==> src/rtl/core/ptt_pkg.sv <==
// Package for the periodic timer table: sizes, request and status codes, FSM states.
package ptt_pkg;
  localparam int NUM_SLOTS = 16;
  localparam int SLOT_W = (NUM_SLOTS > 1) ? $clog2(NUM_SLOTS) : 1;
  localparam int TIME_W = 64;
  localparam int CNT_W = 32;

  localparam logic [2:0] OP_START = 3'd0;
  localparam logic [2:0] OP_STOP = 3'd1;
  localparam logic [2:0] OP_RESCHED = 3'd2;
  localparam logic [2:0] OP_SKIP = 3'd3;
  localparam logic [2:0] OP_POLL = 3'd4;
  localparam logic [2:0] OP_REMAIN = 3'd5;

  localparam logic [1:0] ST_OK = 2'd0;
  localparam logic [1:0] ST_NOT_EXIST = 2'd1;
  localparam logic [1:0] ST_INVALID = 2'd2;

  typedef enum logic [3:0] {
    S_IDLE, S_SCAN, S_LOAD, S_DECIDE, S_DIV, S_ADV1, S_ADV2, S_SKIP, S_WRITE, S_OUT
  } state_t;
endpackage

==> src/rtl/core/ptt_div.sv <==
// Restoring 64-bit unsigned divider, one quotient bit per cycle.
module ptt_div (
  input  logic                          clk,
  input  logic                          rst,
  input  logic                          start,
  input  logic [ptt_pkg::TIME_W-1:0]    dividend,
  input  logic [ptt_pkg::TIME_W-1:0]    divisor,
  output logic [ptt_pkg::TIME_W-1:0]    quo,
  output logic [ptt_pkg::TIME_W-1:0]    rem,
  output logic                          done
);
  localparam int CW = $clog2(ptt_pkg::TIME_W + 1);

  logic [ptt_pkg::TIME_W-1:0] dvs;
  logic [CW-1:0] cnt;
  logic busy;
  logic [ptt_pkg::TIME_W:0] trial;
  logic [ptt_pkg::TIME_W:0] diff;

  assign trial = {rem, quo[ptt_pkg::TIME_W-1]};
  assign diff = trial - {1'b0, dvs};

  always_ff @(posedge clk) begin
    if (rst) begin
      busy <= 1'b0;
      done <= 1'b0;
      cnt <= '0;
    end else begin
      done <= 1'b0;
      if (start) begin
        busy <= 1'b1;
        cnt <= CW'(ptt_pkg::TIME_W);
      end else if (busy) begin
        cnt <= cnt - 1'b1;
        if (cnt == CW'(1)) begin
          busy <= 1'b0;
          done <= 1'b1;
        end
      end
    end
  end

  always_ff @(posedge clk) begin
    if (start) begin
      quo <= dividend;
      rem <= '0;
      dvs <= divisor;
    end else if (busy) begin
      if (!diff[ptt_pkg::TIME_W]) begin
        rem <= diff[ptt_pkg::TIME_W-1:0];
        quo <= {quo[ptt_pkg::TIME_W-2:0], 1'b1};
      end else begin
        rem <= trial[ptt_pkg::TIME_W-1:0];
        quo <= {quo[ptt_pkg::TIME_W-2:0], 1'b0};
      end
    end
  end
endmodule

==> src/rtl/core/periodic_timer_table.sv <==
// Periodic timer table top level: slot store, sequencer, min scan and reload arithmetic.
// One request at a time; in_ready only in idle, so a new request is not taken until the reply is accepted.
// Path from accept to out_valid: load, decide, optional skip step and slot write, then a full slot scan.
// Poll first scans for the earliest slot; a one-shot that fires adds a slot write.
// A periodic advance adds the divider and the ADV1 and ADV2 steps before the write.
// Reset (synchronous): all slots idle, last deadline all ones; slot data undefined.
module periodic_timer_table (
  input  logic        clk,
  input  logic        rst,
  input  logic        in_valid,
  output logic        in_ready,
  input  logic [2:0]  op,
  input  logic [3:0]  timer_id,
  input  logic [63:0] expiry_time,
  input  logic [63:0] period,
  input  logic [63:0] now_time,
  output logic        out_valid,
  input  logic        out_ready,
  output logic [1:0]  status,
  output logic        expired_valid,
  output logic [3:0]  expired_slot,
  output logic [31:0] fire_count,
  output logic [63:0] time_left,
  output logic [63:0] earliest_deadline,
  output logic        deadline_changed
);
  localparam int TW = ptt_pkg::TIME_W;
  localparam int CW = ptt_pkg::CNT_W;
  localparam int SW = ptt_pkg::SLOT_W;

  ptt_pkg::state_t state, state_next;

  logic [TW-1:0] exp_mem [ptt_pkg::NUM_SLOTS];
  logic [TW-1:0] per_mem [ptt_pkg::NUM_SLOTS];
  logic [CW-1:0] cnt_mem [ptt_pkg::NUM_SLOTS];
  logic [ptt_pkg::NUM_SLOTS-1:0] running;
  logic [TW-1:0] last_deadline;

  logic [2:0] op_r;
  logic id_ok;
  logic [TW-1:0] exp_in, per_in, now_r;

  logic [SW-1:0] idx;
  logic poll_scan;
  logic best_found;
  logic [TW-1:0] best_exp;
  logic [SW-1:0] best_idx;
  logic [SW-1:0] poll_slot;

  logic [TW-1:0] w_exp, w_per;
  logic [CW-1:0] w_cnt;
  logic w_run;
  logic is_skip;
  logic [TW-1:0] step, n_r;

  logic [1:0] st_r;
  logic xv_r;
  logic rep_cnt;
  logic [TW-1:0] left_r;

  logic div_start, div_done;
  logic [TW-1:0] quo, rem;

  logic scan_last;
  logic due;
  logic [TW-1:0] diff;
  logic [TW:0] step_sum, exp_sum, skip_sum;
  logic [TW-1:0] n_val;

  assign scan_last = (idx == SW'(ptt_pkg::NUM_SLOTS - 1));
  assign due = (now_r >= w_exp);
  assign diff = now_r - w_exp;
  assign step_sum = {1'b0, diff - rem} + {1'b0, w_per};
  assign n_val = (&quo) ? quo : quo + 1'b1;
  assign exp_sum = {1'b0, w_exp} + {1'b0, step};
  assign skip_sum = {1'b0, w_exp} + {1'b0, w_per};

  ptt_div u_div (
    .clk(clk), .rst(rst), .start(div_start),
    .dividend(diff), .divisor(w_per),
    .quo(quo), .rem(rem), .done(div_done)
  );

  assign in_ready = (state == ptt_pkg::S_IDLE);
  assign out_valid = (state == ptt_pkg::S_OUT);

  always_ff @(posedge clk) begin
    if (rst) state <= ptt_pkg::S_IDLE;
    else state <= state_next;
  end

  always_comb begin
    state_next = state;
    div_start = 1'b0;
    unique case (state)
      ptt_pkg::S_IDLE: begin
        if (in_valid) state_next = (op == ptt_pkg::OP_POLL) ? ptt_pkg::S_SCAN : ptt_pkg::S_LOAD;
      end
      ptt_pkg::S_SCAN: begin
        if (scan_last) state_next = poll_scan ? ptt_pkg::S_LOAD : ptt_pkg::S_OUT;
      end
      ptt_pkg::S_LOAD: state_next = ptt_pkg::S_DECIDE;
      ptt_pkg::S_DECIDE: begin
        state_next = ptt_pkg::S_SCAN;
        if (op_r > ptt_pkg::OP_REMAIN) begin
          state_next = ptt_pkg::S_SCAN;
        end else if (op_r == ptt_pkg::OP_POLL) begin
          if (best_found && due) begin
            if (w_per == '0) state_next = ptt_pkg::S_WRITE;
            else begin
              state_next = ptt_pkg::S_DIV;
              div_start = 1'b1;
            end
          end
        end else if (!id_ok) begin
          state_next = ptt_pkg::S_SCAN;
        end else if (op_r == ptt_pkg::OP_START) begin
          state_next = ptt_pkg::S_WRITE;
        end else if (!w_run) begin
          state_next = ptt_pkg::S_SCAN;
        end else if (op_r == ptt_pkg::OP_STOP) begin
          state_next = ptt_pkg::S_WRITE;
        end else if (op_r == ptt_pkg::OP_RESCHED) begin
          if (((per_in == '0) == (w_per == '0)) && !(per_in == '0 && due))
            state_next = ptt_pkg::S_WRITE;
        end else if (op_r == ptt_pkg::OP_SKIP) begin
          if (w_per != '0) begin
            if (due) begin
              state_next = ptt_pkg::S_DIV;
              div_start = 1'b1;
            end else begin
              state_next = ptt_pkg::S_SKIP;
            end
          end
        end
      end
      ptt_pkg::S_DIV: if (div_done) state_next = ptt_pkg::S_ADV1;
      ptt_pkg::S_ADV1: state_next = ptt_pkg::S_ADV2;
      ptt_pkg::S_ADV2: state_next = is_skip ? ptt_pkg::S_SKIP : ptt_pkg::S_WRITE;
      ptt_pkg::S_SKIP: state_next = ptt_pkg::S_WRITE;
      ptt_pkg::S_WRITE: state_next = ptt_pkg::S_SCAN;
      ptt_pkg::S_OUT: if (out_ready) state_next = ptt_pkg::S_IDLE;
      default: state_next = ptt_pkg::S_IDLE;
    endcase
  end

  // control registers
  always_ff @(posedge clk) begin
    if (rst) begin
      running <= '0;
      last_deadline <= '1;
      idx <= '0;
      poll_scan <= 1'b0;
      best_found <= 1'b0;
    end else begin
      unique case (state)
        ptt_pkg::S_IDLE: begin
          if (in_valid) begin
            idx <= (op == ptt_pkg::OP_POLL) ? '0 : SW'(timer_id);
            poll_scan <= (op == ptt_pkg::OP_POLL);
            best_found <= 1'b0;
          end
        end
        ptt_pkg::S_SCAN: begin
          if (running[idx] && (!best_found || exp_mem[idx] < best_exp))
            best_found <= 1'b1;
          if (scan_last) begin
            idx <= best_idx;
            if (running[idx] && (!best_found || exp_mem[idx] < best_exp))
              idx <= idx;
          end else begin
            idx <= idx + 1'b1;
          end
        end
        ptt_pkg::S_WRITE: begin
          running[idx] <= w_run;
          idx <= '0;
          best_found <= 1'b0;
          poll_scan <= 1'b0;
        end
        ptt_pkg::S_DECIDE: begin
          if (state_next == ptt_pkg::S_SCAN) begin
            idx <= '0;
            best_found <= 1'b0;
            poll_scan <= 1'b0;
          end
        end
        ptt_pkg::S_OUT: begin
          if (out_ready) last_deadline <= earliest_deadline;
        end
        default: ;
      endcase
    end
  end

  // datapath
  always_ff @(posedge clk) begin
    unique case (state)
      ptt_pkg::S_IDLE: begin
        if (in_valid) begin
          op_r <= op;
          id_ok <= ({1'b0, timer_id} < 5'(ptt_pkg::NUM_SLOTS)) || (ptt_pkg::NUM_SLOTS > 15);
          exp_in <= expiry_time;
          per_in <= period;
          now_r <= now_time;
          best_exp <= '1;
          best_idx <= '0;
          st_r <= ptt_pkg::ST_OK;
          xv_r <= 1'b0;
          rep_cnt <= 1'b0;
          left_r <= '0;
          is_skip <= 1'b0;
        end
      end
      ptt_pkg::S_SCAN: begin
        if (running[idx] && (!best_found || exp_mem[idx] < best_exp)) begin
          best_exp <= exp_mem[idx];
          best_idx <= idx;
        end
      end
      ptt_pkg::S_LOAD: begin
        w_exp <= exp_mem[idx];
        w_per <= per_mem[idx];
        w_cnt <= cnt_mem[idx];
        w_run <= running[idx];
      end
      ptt_pkg::S_DECIDE: begin
        best_exp <= '1;
        best_idx <= '0;
        if (op_r > ptt_pkg::OP_REMAIN) begin
          st_r <= ptt_pkg::ST_INVALID;
        end else if (op_r == ptt_pkg::OP_POLL) begin
          if (best_found && due) begin
            xv_r <= 1'b1;
            rep_cnt <= 1'b1;
            if (w_per == '0) begin
              w_run <= 1'b0;
              if (w_cnt != '1) w_cnt <= w_cnt + 1'b1;
            end
          end
        end else if (!id_ok) begin
          st_r <= ptt_pkg::ST_INVALID;
        end else if (op_r == ptt_pkg::OP_START) begin
          w_exp <= exp_in;
          w_per <= per_in;
          w_cnt <= '0;
          w_run <= 1'b1;
        end else if (!w_run) begin
          st_r <= ptt_pkg::ST_NOT_EXIST;
        end else if (op_r == ptt_pkg::OP_STOP) begin
          w_run <= 1'b0;
          rep_cnt <= 1'b1;
        end else if (op_r == ptt_pkg::OP_RESCHED) begin
          if ((per_in == '0) != (w_per == '0)) st_r <= ptt_pkg::ST_INVALID;
          else if (per_in == '0 && due) st_r <= ptt_pkg::ST_NOT_EXIST;
          else begin
            w_exp <= exp_in;
            w_per <= per_in;
            rep_cnt <= 1'b1;
          end
        end else if (op_r == ptt_pkg::OP_SKIP) begin
          if (w_per == '0) st_r <= ptt_pkg::ST_NOT_EXIST;
          else begin
            rep_cnt <= 1'b1;
            is_skip <= 1'b1;
          end
        end else begin
          if (w_exp >= now_r) left_r <= w_exp - now_r;
          rep_cnt <= 1'b1;
        end
      end
      ptt_pkg::S_ADV1: begin
        step <= step_sum[TW] ? '1 : step_sum[TW-1:0];
        n_r <= n_val;
      end
      ptt_pkg::S_ADV2: begin
        w_exp <= exp_sum[TW] ? '1 : exp_sum[TW-1:0];
        if (n_r >= {{(TW-CW){1'b0}}, ~w_cnt}) w_cnt <= '1;
        else w_cnt <= w_cnt + n_r[CW-1:0];
      end
      ptt_pkg::S_SKIP: begin
        w_exp <= skip_sum[TW] ? '1 : skip_sum[TW-1:0];
      end
      ptt_pkg::S_WRITE: begin
        exp_mem[idx] <= w_exp;
        per_mem[idx] <= w_per;
        cnt_mem[idx] <= w_cnt;
        best_exp <= '1;
        best_idx <= '0;
      end
      default: ;
    endcase
  end

  // slot reported by poll is the one loaded into the working registers
  always_ff @(posedge clk) begin
    if (state == ptt_pkg::S_LOAD) poll_slot <= idx;
  end

  assign status = st_r;
  assign expired_valid = xv_r;
  assign expired_slot = xv_r ? 4'(poll_slot) : 4'd0;
  assign fire_count = rep_cnt ? w_cnt : '0;
  assign time_left = left_r;
  assign earliest_deadline = best_found ? best_exp : '1;
  assign deadline_changed = (earliest_deadline != last_deadline);
endmodule

==> config.mk <==
export PLATFORM = sky130hd
export DESIGN_NAME = periodic_timer_table
export DESIGN_NICKNAME = d
export VERILOG_FILES = /design/src/rtl/core/ptt_pkg.sv /design/src/rtl/core/ptt_div.sv /design/src/rtl/core/periodic_timer_table.sv
export SDC_FILE = /design/constraint.sdc
export NUM_CORES = 2
export LEC_CHECK = 0
export BUFFER_PORTS_ARGS = -buffer_cell sky130_fd_sc_hd__buf_2
export CORE_ASPECT_RATIO = 2
export CORE_MARGIN = 2
export CORE_UTILIZATION = 50
export CTS_CLUSTER_DIAMETER = 50
export DETAILED_ROUTE_END_ITERATION = 8
export MAX_ROUTING_LAYER = met4
export PLACE_DENSITY = 0.69
export SETUP_SLACK_MARGIN = 0.2
export SLEW_MARGIN = 20
export SYNTH_ARGS = -nofsm -noshare
export SYNTH_HDL_FRONTEND = slang
export SYNTH_SLANG_ARGS = --single-unit
==> constraint.sdc <==
create_clock -name clk -period 16.5 [get_ports clk]
set_clock_uncertainty 0.15 [all_clocks]
set_input_delay 0 -clock clk [delete_from_list [all_inputs] [get_ports clk]]
set_output_delay 0 -clock clk [all_outputs]
set_load 0.1 [all_outputs]
---- Word level (Yosys, flattened, before mapping) ----
Memories as Yosys holds them, arrays and structs flattened. A register that Yosys moved wholly into a read port is not among the register bits.
Cells that the tools add are included.
W data, S select, Z words.
word-level totals
  memory bits (writable) .................. 2560
  word-level logic and storage cells ...... 309
  output and inout bits ................... 170
  memories kept ........................... 3
  bits of input ports ..................... 203
  flip-flop bits (word level) ............. 916
cells by class
  $lt $le $gt $ge ......................... 7
  $add $sub $neg .......................... 12
  bitwise logic cells ..................... 2
  multiplexer cells ....................... 157
  reductions and logical operators ........ 41
  equal/unequal tests ..................... 56
memory list
  name     depth  width  rd ports  clocked after Yosys merged registers in  write ports  RTL line                    source
  exp_mem  16     64     1         1                                        1            periodic_timer_table.sv:33  logic [TW-1:0] exp_mem [ptt_pkg::NUM_SLOTS];
  per_mem  16     64     1         1                                        1            periodic_timer_table.sv:34  logic [TW-1:0] per_mem [ptt_pkg::NUM_SLOTS];
  cnt_mem  16     32     1         1                                        1            periodic_timer_table.sv:35  logic [CW-1:0] cnt_mem [ptt_pkg::NUM_SLOTS];
operator list
  cell                     count
  $mux W64                 34
  $mux W32                 8
  $pmux W64 S2             2
  $pmux W64 S4             1
  $add A64 B64 Y65         3
  $pmux W64 S3             1
  $sub A64 B64 Y64         3
  $ge A64 B64 Y1           2
  $logic_not A64 Y1        2
  $mux W4                  28
  $pmux W32 S3             1
  $sub A65 B64 Y65         1
  $add A64 B1 Y64 const B  1
  $ge A64 B32 Y1           1
  $lt A64 B64 Y1           1
  $ne A64 B64 Y1           1
  $reduce_and A64 Y1       1
  $reduce_bool A64 Y1      1
  $mux W1                  52
  $pmux W4 S10             1
  $ne A3 B3 Y1 const B     13
  $add A32 B1 Y32 const B  1
  $add A32 B32 Y32         1
  $ne A32 B32 Y1 const B   1
  other kinds (51)         114

---- Longest topological paths before layout ----
  word-level depth ........................ 17
  mapped depth ............................ 39
  mapped depth without buffers ............ 39

---- Modules after synthesis ----
From an unflattened synthesis, not the netlist that was laid out.
second synthesis, totals
  cell total of the unflattened synthesis .. 10865
  area total of the unflattened synthesis .. 162045.4 µm²
modules (own cells, without submodules)
  module                sequential area each (µm²)  instances  cells an instance  area an instance (µm²)
  periodic_timer_table  97523.5                     1          9704               150271.6
  ptt_div               5305.1                      1          1161               11773.8

---- Worst setup path after synthesis ----
No wires, ideal clock.
  path kind ............................... flip-flop to flip-flop
  start point ............................. register state[2]
  end point ............................... register running[1] (netlist name)
  stages on the path, launching flop included .. 8
  data required time ...................... 16.222 ns
  clock period less this slack ............ 13.158 ns
  data arrival time ....................... 12.880 ns
  library setup time ...................... 0.128 ns
  buffers on the path ..................... 1
  setup slack ............................. 3.342 ns
  cell sequence ........................... dfxtp_1 clkbuf_1 nand2b_1 nor3_1 nand2_1 nor3_1 mux2i_1 nor2_1
on the way
  longest elaborated chain between the ends .. 1
ends and longest elaborated chain
  item                            RTL line                     source
  start: declaration              periodic_timer_table.sv:31   ptt_pkg::state_t state, state_next;
  start signal: assignment        periodic_timer_table.sv:88   if (rst) state <= ptt_pkg::S_IDLE;
  start signal: assignment        periodic_timer_table.sv:89   else state <= state_next;
  $eq A4 B4 Y1                    periodic_timer_table.sv:156  unique case (state)
  end signal: indexed assignment  periodic_timer_table.sv:176  running[idx] <= w_run;
  end: declaration                periodic_timer_table.sv:36   logic [ptt_pkg::NUM_SLOTS-1:0] running;
No other way between the ends.
A chain may end at the register's enable or synchronous reset.

---- Final worst setup path ----
  start point ............................. register w_exp[1]
  end point ............................... register step[36], data pin
on the way
  longest elaborated chain between the ends .. 3
ends and longest elaborated chain
  item                      RTL line                     source
  start: declaration        periodic_timer_table.sv:50   logic [TW-1:0] w_exp, w_per;
  start signal: assignment  periodic_timer_table.sv:222  w_exp <= exp_mem[idx];
  start signal: assignment  periodic_timer_table.sv:244  w_exp <= exp_in;
  start signal: assignment  periodic_timer_table.sv:257  w_exp <= exp_in;
  $sub A64 B64 Y64          periodic_timer_table.sv:72   assign diff = now_r - w_exp;
  $sub A64 B64 Y64          periodic_timer_table.sv:73   assign step_sum = {1'b0, diff - rem} + {1'b0, w_per};
  $add A64 B64 Y65          periodic_timer_table.sv:73
  end signal: assignment    periodic_timer_table.sv:273  step <= step_sum[TW] ? '1 : step_sum[TW-1:0];
  end: declaration          periodic_timer_table.sv:54   logic [TW-1:0] step, n_r;
No other way between the ends.

==> flow_summary.yaml <==
outcome:
  status: "finished clean"
floorplan:
  die_h_um: 809
  floorplan.die.width_um: 407
  initial_utilization: 0.502
  placementRows: 295
  placeableCoreArea_um2: 323000
  fp.dieArea_um2: 329000
  ioPinCount: 373
finish:
  multiInputGateArea_um2: 55900
  drive_gt1_frac: 0.170
  final_layout_fill_cell_count: 25200
  sequential_cell_area_um2: 103000
  final_std_cells_w_o_fill: 16500
  nNetsFinal: 12600
  fin_util: 0.574
  final_cell_area_um2: 185000
  area_growth_pct: 14.2
yosys:
  synth_edf_count: 3313
  most_common_flop_cell_mapped_by_yosys: "sky130_fd_sc_hd__edfxtp_1"
  post-synth-top-area-cell: "sky130_fd_sc_hd__edfxtp_1"
  netlist-cell-type-count: 85
  synth_area_um2: 162000
  netlist.area_leader.share: 0.614
  synth_area_per_cell_um2: 14.7
  most_frequent_cells_after_synthesis: "sky130_fd_sc_hd__edfxtp_1 (3313), sky130_fd_sc_hd__nand2_1 (847), sky130_fd_sc_hd__mux4_2 (785)"
  syn-instance-count: 11000
  synth-seq-area-share: 0.635
  nets_in_the_synthesized_netlist: 11800
  syn_warnings: 0
  synthMostInstantiatedCell: "sky130_fd_sc_hd__edfxtp_1"
  synth_seq_cells: 3480
  async_flop_share: 0
  synth.top_cells.by_area: "sky130_fd_sc_hd__edfxtp_1 (61%), sky130_fd_sc_hd__mux4_2 (11%), sky130_fd_sc_hd__ha_1 (4.3%)"
routing:
  met1Wirelength_um: 189000
  drt-pass1-iter-count: 8
  routed_wl_um: 553000
  viasPerCell: 6.36
  detail_route.drc_violations: 0
  routed-wl-met3_um: 40700
  wl_per_cell_um: 33.5
  dr.max_layer_used: "met4"
  route.met2.wl_um: 275000
  drt-initial-drc-count: 12300
  vias: 105000
  postRouteAntennaNets: 0
placed_design:
  io_buffer_count: 372
  placed_cells: 15400
  dpl.hpwl_um: 378000
  place_area_um2: 170000
  pre_cts_slack_ns: 5.34
  place_congestion: 1.04
pwr:
  p_per_area_nw_per_um2: 151
  clock_power_share: 0.280
  cellLeakagePower_nw: 64.4
  share_seq_of_total_power: 0.386
  total_power_mw: 28.0
  switching_share: 0.352
  cellInternalPower_mw: 18.2
  ir_drop_v: 0.000152
  netSwitchingPower_mw: 9.86
  power_frac_comb: 0.334
global_routing:
  gr-usage-all-layers: 0.344
  grt_first_pass_wirelength_um: 773000
  largest_net_degree_at_the_start_of_global_routing: 129
  grt_pass1_vias: 106000
  globalRouteOverflowTotal: 0
  number_of_antenna_violations_at_the_first_check_in_global_routing: 66
cts:
  clk_slew_on_worst_s_h_paths_ns: 0.07
  clock_tree.htree_level_count: 5
  clk-insertion-delay-late_ns: 0.96
  cts_buffers: 325
  cts-root-buf: "sky130_fd_sc_hd__clkbuf_16"
  clockBufferDepth: 4
  tritoncts_clock_tree: "built"
  clock_sinks: 3480
  post_cts_buffers: 0
min_path:
  worst_hold_startpoint: "timer_id[0]"
  hp-class: "in2reg"
timing:
  timing.max_slew.rel_slack: 0.211
  fmax_mhz: 88.3
  timing.final.setup_violations: 0
  final.setup.tns_ns: 0
  rsz_0062_raised_after_global_routing: "false"
  final_critical_path_setup_slack_ns: 5.17
  holdWs_ns: 0.0731
  drv_slew: 0
  layout_worst_path_cycle_share: 0.686
  worstMarginPinSlew_ns: 1.18
  timing_hold_violations_final: 0
  final.min_clock_period_ns: 11.33
run:
  drv.max_cap_violation_count: 0
setup_path:
  critical_path_buf_inv_count: 3
  crit_start: "w_exp[1]"
  arrival_ns: 11.84
  critPathCaptureType: "flop"
  worstPathMaxFanout: 64
  startpoint_type: "flop"
  reg2reg_slack_ns: 5.17
  path_class: "reg2reg"
  critical_path.top_delay_family: "compound AO/OA/AOI/OAI gates"
  worstReg2RegStart: "w_exp[1]"
  slowest_stage: "sky130_fd_sc_hd__edfxtp_1"
  critPathMaxStageDelay_ns: 0.78
  timing.critical_path.required_ns: 17.02
final timing paths:
| path | endpoint | cells after the start |
|---|---|---|
| worst max register to register | step[36] | 34 |
| worst max-delay path | step[36] | 34 |
| worst min register to register | running[9] | 2 |
| worst min-delay path | flop | 5 |
tightest hold or removal path, stage by stage:
cell,delay (ns)
sky130_fd_sc_hd__dlygate4sd3_1,0.56
sky130_fd_sc_hd__buf_2,0.13
sky130_fd_sc_hd__a32o_1,0.21
sky130_fd_sc_hd__nor3_1,0.13
sky130_fd_sc_hd__a211oi_1,0.09
cell usage in the layout (no fill, tap or decap), types with 41 or more instances in the layout:
cell,netlist,routed
sky130_fd_sc_hd__a21o_1,275,274
sky130_fd_sc_hd__o21bai_1,102,102
sky130_fd_sc_hd__nor2_1,439,423
sky130_fd_sc_hd__a211oi_1,74,72
sky130_fd_sc_hd__o21ai_0,539,537
sky130_fd_sc_hd__a31oi_1,60,60
sky130_fd_sc_hd__buf_4,0,226
sky130_fd_sc_hd__bufinv_16,0,41
sky130_fd_sc_hd__mux2i_1,80,80
sky130_fd_sc_hd__clkbuf_16,0,333
sky130_fd_sc_hd__and3_1,62,61
sky130_fd_sc_hd__nor3_1,113,107
sky130_fd_sc_hd__nand4_1,131,131
sky130_fd_sc_hd__xor2_1,172,170
sky130_fd_sc_hd__inv_1,482,478
sky130_fd_sc_hd__diode_2,0,68
sky130_fd_sc_hd__edfxtp_1,3313,3313
sky130_fd_sc_hd__o211ai_1,45,45
sky130_fd_sc_hd__nand2b_1,132,131
sky130_fd_sc_hd__mux4_2,785,785
sky130_fd_sc_hd__clkinv_2,0,53
sky130_fd_sc_hd__ha_1,551,551
sky130_fd_sc_hd__a21oi_1,749,745
sky130_fd_sc_hd__nand3_1,177,175
sky130_fd_sc_hd__clkinv_1,0,45
sky130_fd_sc_hd__dlygate4sd3_1,0,404
sky130_fd_sc_hd__and2_1,71,71
sky130_fd_sc_hd__a22oi_1,86,86
sky130_fd_sc_hd__nor2b_1,78,78
sky130_fd_sc_hd__o21a_1,63,63
sky130_fd_sc_hd__nor4_1,64,61
sky130_fd_sc_hd__dfxtp_1,167,161
sky130_fd_sc_hd__nand2_1,847,845
sky130_fd_sc_hd__buf_2,21,372
sky130_fd_sc_hd__xnor2_1,413,410
layer usage:
metal | vias to the layer above | track usage
met5 | - | -
met4 | 0 | 0.246
met3 | 1407 | 0.0544
met2 | 5359 | 0.561
met1 | 53600 | 0.383
li1 | 44400 | -
flip-flops by register name, summed over array words and instances (netlist names), 7 cells and up, named ones only:
| register | cells |
|---|---|
| time_left | 64 |
| u_div.dvs | 64 |
| exp_in | 64 |
| w_exp | 64 |
| n_r | 64 |
| w_per | 64 |
| exp_mem | 1024 |
| step | 64 |
| running | 16 |
| u_div.quo | 64 |
| u_div.cnt | 7 |
| last_deadline | 64 |
| best_exp | 64 |
| u_div.rem | 64 |
| per_in | 64 |
| cnt_mem | 512 |
| now_r | 64 |
| w_cnt | 32 |
| per_mem | 1024 |
area by class of cell:
class | instances | share of cell area
clock inverter | 211 | 0.0130
antenna | 68 | 0.000919
clock buffer | 372 | 0.0459
tap | 4306 | 0.0291
inverter | 482 | 0.00987
multi-input combinational | 6536 | 0.302
sequential | 3480 | 0.556
timing repair buffer | 1025 | 0.0435
cells by family after synthesis:
kind of cell | Yosys count | synth area share
xor+xnor | 585 | 0.0316
buf+inv | 973 | 0.0227
fa+ha+maj | 559 | 0.0435
compound gates | 2258 | 0.0860
flops | 3480 | 0.635
simple gates | 2230 | 0.0648
mux | 904 | 0.117
what timing repair did:
item                                   CTS  global route
endpoints found under the hold margin  315             0
resized for setup                        0             0
hold buffers                           404             0
power groups by stage:
stage	sequential, mW	combinational [mW]	clock, mW
2_1_floorplan	11.0	5.91	0
3_3_place_gp	11.0	9.07	0
3_5_place_dp	11.0	9.13	0
4_1_cts	10.8	9.26	7.93
5_1_grt	10.8	9.98	8.22
6_report	10.8	9.37	7.85
(Power assumes the default switching activity.)
